$ cat config.mk
export PLATFORM = sky130hd
export DESIGN_NAME = ring_entry_store_offset_lookup_unit
export DESIGN_NICKNAME = d
export VERILOG_FILES = /design/src/hdl/resol_pkg.sv /design/src/hdl/resol_cell.sv /design/src/hdl/ring_entry_store_offset_lookup_unit.sv
export SDC_FILE = /design/constraint.sdc
export NUM_CORES = 2
export LEC_CHECK = 0
export ABC_AREA = 1
export BUFFER_PORTS_ARGS = -buffer_cell sky130_fd_sc_hd__buf_2
export CAP_MARGIN = 0
export CORE_AREA = 2 2 378 380
export DETAILED_ROUTE_END_ITERATION = 12
export DIE_AREA = 0 0 380 382
export PLACE_DENSITY = 0.69
export SYNTH_ARGS = -nofsm -noshare
export SYNTH_HDL_FRONTEND = slang
export SYNTH_SLANG_ARGS = --single-unit
$ cat constraint.sdc
create_clock -name aclk -period 15.92 [get_ports aclk]
set_input_delay 2.388 -clock aclk [delete_from_list [all_inputs] [get_ports aclk]]
set_output_delay 2.388 -clock aclk [all_outputs]
set_load 0.01 [all_outputs]
$ cat src/hdl/resol_pkg.sv
// Shared types for the ring entry store with byte-offset lookup.
// Used by resol_cell and ring_entry_store_offset_lookup_unit; depends on nothing.
package resol_pkg;

    // Fixed field widths of the request and result items.
    localparam int unsigned HANDLE_W = 32;
    localparam int unsigned LENGTH_W = 16;
    localparam int unsigned BYTEPOS_W = 20;
    localparam int unsigned SLOT_W = 6;

    // Request codes.
    localparam logic REQ_ADD = 1'b0;
    localparam logic REQ_FIND = 1'b1;

    // One stored entry, tagged with the ring slot that it occupies.
    typedef struct packed {
        logic [HANDLE_W-1:0] handle;
        logic [LENGTH_W-1:0] length;
        logic [SLOT_W-1:0]   slot;
    } entry_t;

    // A lookup in flight along the chain: remaining offset and, once hit, the answer.
    typedef struct packed {
        logic                 hit;
        logic [BYTEPOS_W-1:0] pos;
        logic [SLOT_W-1:0]    slot;
        logic [HANDLE_W-1:0]  handle;
        logic [LENGTH_W-1:0]  length;
        logic [LENGTH_W-1:0]  offset;
    } query_t;

    // Per-cell control from the top level.
    typedef struct packed {
        logic ent_load;
        logic ent_valid;
        logic q_adv;
    } cell_ctrl_t;

endpackage

$ cat src/hdl/resol_cell.sv
// One cell of the entry chain: holds one entry and tests a passing lookup against it.
// Depends on resol_pkg.
module resol_cell (
    input  logic                aclk,
    input  logic                aresetn,
    input  resol_pkg::cell_ctrl_t ctrl,
    input  resol_pkg::entry_t   ent_in,
    output resol_pkg::entry_t   ent_out,
    input  logic                q_in_valid,
    input  resol_pkg::query_t   q_in,
    output logic                q_out_valid,
    output resol_pkg::query_t   q_out
);

    resol_pkg::entry_t ent_reg;
    resol_pkg::query_t q_reg;
    resol_pkg::query_t q_next;
    logic              q_valid_reg;

    // Entry storage: loaded on an add, or from the neighbour when the ring shifts.
    always_ff @(posedge aclk) begin
        if (ctrl.ent_load) begin
            ent_reg <= ent_in;
        end
    end

    // Test the lookup against this entry; a miss consumes the entry's bytes.
    always_comb begin
        q_next = q_in;
        if (!q_in.hit && ctrl.ent_valid) begin
            if (q_in.pos < resol_pkg::BYTEPOS_W'(ent_reg.length)) begin
                q_next.hit    = 1'b1;
                q_next.slot   = ent_reg.slot;
                q_next.handle = ent_reg.handle;
                q_next.length = ent_reg.length;
                q_next.offset = q_in.pos[resol_pkg::LENGTH_W-1:0];
            end else begin
                q_next.pos = q_in.pos - resol_pkg::BYTEPOS_W'(ent_reg.length);
            end
        end
    end

    // Hand the lookup on to the next cell.
    always_ff @(posedge aclk) begin
        if (!aresetn) begin
            q_valid_reg <= 1'b0;
        end else if (ctrl.q_adv) begin
            q_valid_reg <= q_in_valid;
        end
    end

    always_ff @(posedge aclk) begin
        if (ctrl.q_adv) begin
            q_reg <= q_next;
        end
    end

    assign ent_out     = ent_reg;
    assign q_out_valid = q_valid_reg;
    assign q_out       = q_reg;

endmodule

$ cat src/hdl/ring_entry_store_offset_lookup_unit.sv
// Top level of the ring entry store with byte-offset lookup.
// Depends on resol_pkg and resol_cell.
//
// A ring of RING_DEPTH entries, each a 32-bit handle and a 16-bit byte length, is
// kept in a chain of cells ordered oldest first. An add returns nothing; when the
// ring is full the chain shifts by one, dropping the oldest entry. A find passes
// through the launch register and travels down the chain one cell per cycle to the
// output register, and no new request is taken until the lookup has left the chain.
// A waiting result does not block the next request, but a finished lookup holds at
// the end of the chain until the output register is free. Zero-length entries are
// passed over; an offset at or past the stored total returns a result with every
// field zero.
module ring_entry_store_offset_lookup_unit #(
    parameter int unsigned RING_DEPTH = 10
) (
    input  logic        aclk,
    input  logic        aresetn,
    input  logic        s_valid,
    output logic        s_ready,
    input  logic        s_req_type,
    input  logic [31:0] s_entry_handle,
    input  logic [15:0] s_entry_length,
    input  logic [19:0] s_byte_position,
    output logic        m_valid,
    input  logic        m_ready,
    output logic        m_found,
    output logic [5:0]  m_slot,
    output logic [31:0] m_hit_handle,
    output logic [15:0] m_hit_length,
    output logic [15:0] m_byte_in_entry
);

    localparam int unsigned POS_W = $clog2(RING_DEPTH);
    localparam int unsigned CNT_W = $clog2(RING_DEPTH + 1);

    logic [POS_W-1:0] write_pos_reg;
    logic [CNT_W-1:0] count_reg;
    logic             ring_full;
    logic             add_xfer;
    logic             find_xfer;
    logic             busy;
    logic             adv;

    resol_pkg::entry_t     new_entry;
    resol_pkg::entry_t     ent_in   [RING_DEPTH];
    resol_pkg::entry_t     ent_out  [RING_DEPTH];
    resol_pkg::cell_ctrl_t ctrl     [RING_DEPTH];
    resol_pkg::query_t     q_stage  [RING_DEPTH+1];
    logic [RING_DEPTH:0]   q_valid;

    logic              launch_valid_reg;
    resol_pkg::query_t launch_reg;
    resol_pkg::query_t launch_next;

    logic              m_valid_reg;
    resol_pkg::query_t m_reg;

    // Request handshake: the chain takes one lookup at a time.
    assign busy      = |q_valid;
    assign s_ready   = !busy;
    assign add_xfer  = s_valid && s_ready && (s_req_type == resol_pkg::REQ_ADD);
    assign find_xfer = s_valid && s_ready && (s_req_type == resol_pkg::REQ_FIND);
    assign ring_full = (count_reg == CNT_W'(RING_DEPTH));

    // The chain advances unless a finished lookup faces a stalled output register.
    assign adv = !(q_valid[RING_DEPTH] && m_valid_reg && !m_ready);

    // Write position and fill count.
    always_ff @(posedge aclk) begin
        if (!aresetn) begin
            write_pos_reg <= '0;
            count_reg     <= '0;
        end else if (add_xfer) begin
            if (write_pos_reg == POS_W'(RING_DEPTH - 1)) begin
                write_pos_reg <= '0;
            end else begin
                write_pos_reg <= write_pos_reg + POS_W'(1);
            end
            if (!ring_full) begin
                count_reg <= count_reg + CNT_W'(1);
            end
        end
    end

    assign new_entry.handle = s_entry_handle;
    assign new_entry.length = s_entry_length;
    assign new_entry.slot   = resol_pkg::SLOT_W'(write_pos_reg);

    // Launch stage: a find enters the chain with its full offset and no hit yet.
    always_comb begin
        launch_next     = '0;
        launch_next.pos = s_byte_position;
    end

    always_ff @(posedge aclk) begin
        if (!aresetn) begin
            launch_valid_reg <= 1'b0;
        end else if (find_xfer) begin
            launch_valid_reg <= 1'b1;
        end else if (adv) begin
            launch_valid_reg <= 1'b0;
        end
    end

    always_ff @(posedge aclk) begin
        if (find_xfer) begin
            launch_reg <= launch_next;
        end
    end

    assign q_valid[0] = launch_valid_reg;
    assign q_stage[0] = launch_reg;

    // The chain of cells: entries shift towards cell 0 when a full ring is added to.
    for (genvar k = 0; k < RING_DEPTH; k++) begin : g_cell
        if (k == RING_DEPTH - 1) begin : g_last
            assign ent_in[k] = new_entry;
        end else begin : g_mid
            assign ent_in[k] = ring_full ? ent_out[k+1] : new_entry;
        end

        assign ctrl[k].ent_load  = add_xfer && (ring_full || (count_reg == CNT_W'(k)));
        assign ctrl[k].ent_valid = (count_reg > CNT_W'(k));
        assign ctrl[k].q_adv     = adv;

        resol_cell u_cell (
            .aclk        (aclk),
            .aresetn     (aresetn),
            .ctrl        (ctrl[k]),
            .ent_in      (ent_in[k]),
            .ent_out     (ent_out[k]),
            .q_in_valid  (q_valid[k]),
            .q_in        (q_stage[k]),
            .q_out_valid (q_valid[k+1]),
            .q_out       (q_stage[k+1])
        );
    end

    // Output register: takes the lookup leaving the last cell.
    always_ff @(posedge aclk) begin
        if (!aresetn) begin
            m_valid_reg <= 1'b0;
        end else if (adv && q_valid[RING_DEPTH]) begin
            m_valid_reg <= 1'b1;
        end else if (m_ready) begin
            m_valid_reg <= 1'b0;
        end
    end

    always_ff @(posedge aclk) begin
        if (adv && q_valid[RING_DEPTH]) begin
            m_reg <= q_stage[RING_DEPTH];
        end
    end

    assign m_valid         = m_valid_reg;
    assign m_found         = m_reg.hit;
    assign m_slot          = m_reg.slot;
    assign m_hit_handle    = m_reg.handle;
    assign m_hit_length    = m_reg.length;
    assign m_byte_in_entry = m_reg.offset;

endmodule
### Yosys cells after proc, flatten, opt, wreduce, memory -nomap -nowiden

Cells that the tools add are included.

| word-level totals | value |
|---|---|
| bits in registers | 1519 |
| bits of input ports | 73 |
| output and inout bits | 73 |
| logic and storage cells | 262 |

| cells by class | value |
|---|---|
| add/subtract/negate cells | 12 |
| $lt $le $gt $ge | 20 |
| eq/ne operators | 12 |
| mux-type cells | 54 |
| bitwise gates (word level) | 2 |
| reduce and logical (&&, ||, !) cells | 52 |

Operator list:

| kind | count |
|---|---|
| $mux W91 | 9 |
| $mux W70 | 8 |
| $mux W54 | 9 |
| $lt A20 B16 Y1 | 10 |
| $mux W20 | 10 |
| $sub A20 B16 Y20 | 10 |
| $mux W68 | 2 |
| $mux W90 | 1 |
| $logic_and A1 B1 Y1 | 25 |
| $eq A4 B3 Y1 const B | 4 |
| $eq A4 B4 Y1 const B | 4 |
| $gt A4 B3 Y1 const B | 4 |
| $mux W1 | 14 |
| $logic_not A1 Y1 | 12 |
| $reduce_or A11 Y1 | 1 |
| $logic_or A1 B1 Y1 | 10 |
| $add A4 B1 Y4 const B | 2 |
| $eq A4 B2 Y1 const B | 2 |
| $gt A4 B1 Y1 const B | 2 |
| $gt A4 B2 Y1 const B | 2 |
| $gt A4 B4 Y1 const B | 2 |
| $eq A4 B1 Y1 const B | 1 |
| $logic_not A4 Y1 | 1 |
| $mux W4 | 1 |
| 4 further kinds | 6 |

### Logic depth before layout (Yosys ltp)

| logic depth | value |
|---|---|
| word-level depth | 5 |
| depth in mapped cells | 16 |
| gate-level depth less buffers | 15 |

### Hierarchy

Synthesis repeated with hierarchy kept, for this count alone.

| unflattened totals | value |
|---|---|
| cells, all modules | 7643 |
| area, all modules | 74295.0 um^2 |

Modules (own cells, without submodules):

| module | instances | cells each | area each (um^2) | seq. area each (um^2) |
|---|---|---|---|---|
| resol_cell at g_cell[3].u_cell ... | 7 | 634 | 6665.1 | 4374.2 |
| resol_cell at g_cell[0].u_cell ... | 3 | 632 | 6647.6 | 4374.2 |
| ring_entry_store_offset_lookup_unit | 1 | 1309 | 7696.1 | 2932.8 |

### Worst setup path after synthesis

No wires, ideal clock.

| path | value |
|---|---|
| path kind | input-to-reg |
| start point | in m_ready |
| end point | reg g_cell[0].u_cell.q_reg (netlist bit g_cell[0].u_cell.q_out[0]) (enable) |
| setup time | 0.829 ns |
| data arrival time | 11.748 ns |
| data required time | 15.091 ns |
| path slack | 3.343 ns |
| stages on the path | 4 |
| buffers on the path | 0 |
| path through | inv_1 nand2_1 nor2_1 inv_2 |

| between the ends | value |
|---|---|
| longest elaborated chain between the ends | 2 |

RTL lines:

| what | RTL line | RTL |
|---|---|---|
| start: declaration | ring_entry_store_offset_lookup_unit.sv:25 | `input logic m_ready,` |
| $logic_not A1 Y1 | ring_entry_store_offset_lookup_unit.sv:66 | `assign adv = !(q_valid[RING_DEPTH] && m_valid_reg && !m_ready);` |
| $logic_and A1 B1 Y1 | ring_entry_store_offset_lookup_unit.sv:66 |  |
| end signal: assignment | resol_cell.sv:54 | `q_reg <= q_next;` |
| end: declaration | resol_cell.sv:16 | `resol_pkg::query_t q_reg;` |

Every way passes these cells.
A chain may end at the register's enable or synchronous reset.

### Final worst setup path

| path | value |
|---|---|
| start point | in m_ready |
| end point | reg g_cell[3].u_cell.q_reg (netlist bit g_cell[3].u_cell.q_out[86]) (enable) |

| between the ends | value |
|---|---|
| longest elaborated chain between the ends | 2 |

RTL lines:

| what | RTL line |
|---|---|
| $logic_not A1 Y1 | ring_entry_store_offset_lookup_unit.sv:66 |
| $logic_and A1 B1 Y1 | ring_entry_store_offset_lookup_unit.sv:66 |
| end signal: assignment | resol_cell.sv:54 |
| end: declaration | resol_cell.sv:16 |

Every way passes these cells.

==> flow_summary.toml <==
[status]
outcome = "complete, no violations"

[sta]
setup_viol = 0
fin_ws_ns = 10.20
finalCritPeriodShare = 0.359
tns_ns = 0
timing.final.max_slew_violations = 0
hold_violations = 0
fmax_ghz = 0.175
fin_skew_ns = 0.0820
worstMarginPinSlew_ns = 1.19
relSlewSlack = 0.206
min_period_ns = 5.72
rsz0062_at_grt = "false"

[finish]
layout.nets = 7308
fillCellCount = 12200
drive_above_1_share = 0.0691
diodes = 0
area_growth_pct = 10.7
largest_register_ffs = 870

[detailed_routing]
drtIter0Drc = 5789
met3WireLength_um = 15700
m1WireLength_um = 80500
wl_um = 184000
dr.pass1.iters = 6
vias = 49100
drt-wirelength-per-cell_um = 20.2
highest_layer = "met4"
wl_met2_um = 81900
viasPerCell = 5.41
drcViolationCount = 0
detail-route-antenna-nets = 0

[worst_setup_path]
path_max_fanout = 112
required_ns = 16.29
arrival_ns = 6.09
critPathLaunchType = "input pin"
cp-end-kind = "flop"
critical_path_class = "in -> reg"

[synth]
synthesis.area_um2 = 70100
yosysUniqueCellTypes = 43
netlist_instances = 6973
synth_edf_count = 1479
async_reset_ff_frac = 0
synth_warnings = 0
synth.area.top_cells = "edfxtp_1 (63%), nand2_1 (13%), o21ai_0 (4.6%)"
ys_seq_area_frac = 0.639
synth_top_flop_cell = "edfxtp_1"
ys_ff_latch = 1499
synth_top_area_frac = 0.634
yosysTopAreaCell = "edfxtp_1"
synth.avg_cell_area_um2 = 10.1

[clocking]
clock_sinks = 1499
cts-resized-gates = 0
htreeDepth = 4
hold_buffers = 0
clkLatencyLatePin_ns = 0.82
post_cts_buffers = 0
numCtsBuffers = 156
clockRootBuffer = "clkbuf_16"
cts_tree = "yes"
cts.path.max_buffers = 3
clk_pin_slew_ns = 0.05

[power]
peakVddDrop_uv = 83.7
p_leak_nw = 34.0
power_density_nw_per_um2 = 125

[flow_run]
cap_violations = 0

[grt]
first_global_vias = 46800
grtUsageTotal = 0.252
grt_pass1_wl_um = 281000
grt_antenna_before_repair = 3
overflow = 0
grt_max_degree = 212

[floorplan]
initial_core_util = 0.498
ioPinCount = 146
rows = 138
die_area_um2 = 145000
die_x_um = 380
die_y_um = 382
core_area_um2 = 141000

[placed_design]
dpl.hpwl_um = 124000
portBuffers = 143
post-place-ws_ns = 9.41
gp_congestion = 0.903

[min_path]
holdCritPathClass = "reg -> reg"
-- critical path, stage by stage --
cell and delay, ns:
buf_2 0.09, inv_1 0.04, nand2_1 0.07, nor2_1 0.22, inv_8 0.65, buf_4 0.83
buf_4 0.83, buf_4 0.83
-- layout by cell type (no fill, tap or decap), types with 11 or more instances in the layout --
| cell type | Yosys | layout |
|---|---|---|
| nor3_1 | 35 | 34 |
| buf_4 | 31 | 41 |
| clkbuf_16 | 0 | 158 |
| o21ai_1 | 40 | 40 |
| nand3_1 | 446 | 445 |
| ha_1 | 164 | 163 |
| a21oi_1 | 124 | 115 |
| clkinv_2 | 0 | 28 |
| bufinv_16 | 0 | 14 |
| o21ai_0 | 642 | 642 |
| inv_1 | 738 | 738 |
| nor2_1 | 298 | 296 |
| clkbuf_1 | 138 | 39 |
| xnor2_1 | 70 | 70 |
| nand3b_1 | 14 | 14 |
| nand2_1 | 2394 | 2392 |
| nand4_1 | 108 | 108 |
| nor2_4 | 7 | 11 |
| clkinv_1 | 0 | 25 |
| xor2_1 | 24 | 24 |
| dfxtp_1 | 20 | 20 |
| nand2_2 | 15 | 15 |
| buf_2 | 62 | 143 |
| edfxtp_1 | 1479 | 1479 |
-- cells in the mapped netlist (3+ instances only) --
master and number:
and3_1 6, buf_2 62, nand3_2 9, dfxtp_1 20, nand2_1 2394, a21oi_1 124, edfxtp_1 1479, nand3_1 446
inv_1 738, nand4_1 108, or2_2 6, nand3b_1 14, nand2_2 15, clkbuf_1 138, xor2_1 24, nor3_1 35
buf_6 23, and2_1 6, nor2_2 7, inv_2 9, a21o_1 3, o21ai_1 40, o21bai_1 9, nor2_4 7
fa_1 9, buf_1 4, o21a_1 3, o21ai_2 10, o21ai_0 642, xnor2_1 70, ha_1 164, nor2_1 298
buf_4 31, a31oi_1 7
-- kinds of logic (layout without fill, tap and decap cells) --
family          after synthesis  after routing  share of synthesized area
fa+ha+maj                   173            173                     0.0318
xor+xnor                     94             94                     0.0117
buf+inv                    1005           1224                     0.0590
compound gates              848            848                     0.0622
other cells                   1              2                  0.0000535
flops                      1499           1499                      0.639
simple gates               3353           3353                      0.196
-- power by group --
group          switching, W  internal (W)  total [W]  leakage, nW
Combinational      0.000855      0.000453    0.00131         15.3
Clock               0.00159       0.00210    0.00368         2.51
Sequential         0.000162       0.00455    0.00471         16.1
Total               0.00261       0.00710    0.00970         34.0
-- area by class of cell --
cell class | count | area, um^2 | share of cell area
Sequential cell | 1499 | 44800 | 0.577
Inverter | 747 | 2810 | 0.0363
Timing Repair Buffer | 188 | 1100 | 0.0142
Multi-Input combinational cell | 4470 | 21300 | 0.275
Clock buffer | 200 | 4140 | 0.0534
Clock inverter | 89 | 1050 | 0.0136
Tap cell | 1890 | 2360 | 0.0305
-- routing by layer --
metal,vias to the layer above,track usage
li1,23600,-
met1,23000,0.365
met2,2199,0.386
met3,297,0.0448
met4,0,0.0833
met5,-,0
-- path summary, 6_finish.rpt --
kind                             start                      endpoint  slack, ns  cells after the start
max                            m_ready    g_cell[3].u_cell.q_out[86]      10.20                      8
min          g_cell[9].u_cell.q_out[2]            m_byte_in_entry[2]       0.42                      0
max reg2reg               count_reg[3]  g_cell[5].u_cell.ent_out[19]      11.21                      7
min reg2reg  g_cell[9].u_cell.q_out[2]            m_byte_in_entry[2]       0.42                      0
-- metrics by stage --
| step | cell area (um^2) | std cells | total power [W] | hold slack, ns | utilization |
|---|---|---|---|---|---|
| 2_1_floorplan | 70100 | 6974 | 0.00569 | 0.400 | - |
| 3_3_place_gp | 72400 | 8794 | 0.00607 | 0.400 | 0.514 |
| 3_5_place_dp | 72400 | 8794 | 0.00609 | 0.405 | 0.514 |
| 4_1_cts | 77600 | 9083 | 0.00976 | 0.416 | 0.551 |
| 5_1_grt | 77600 | 9083 | 0.0101 | 0.420 | 0.551 |
| 6_report | 77600 | 9083 | 0.00970 | 0.415 | 0.551 |
Note: power is estimated with default switching activity, not from simulation.
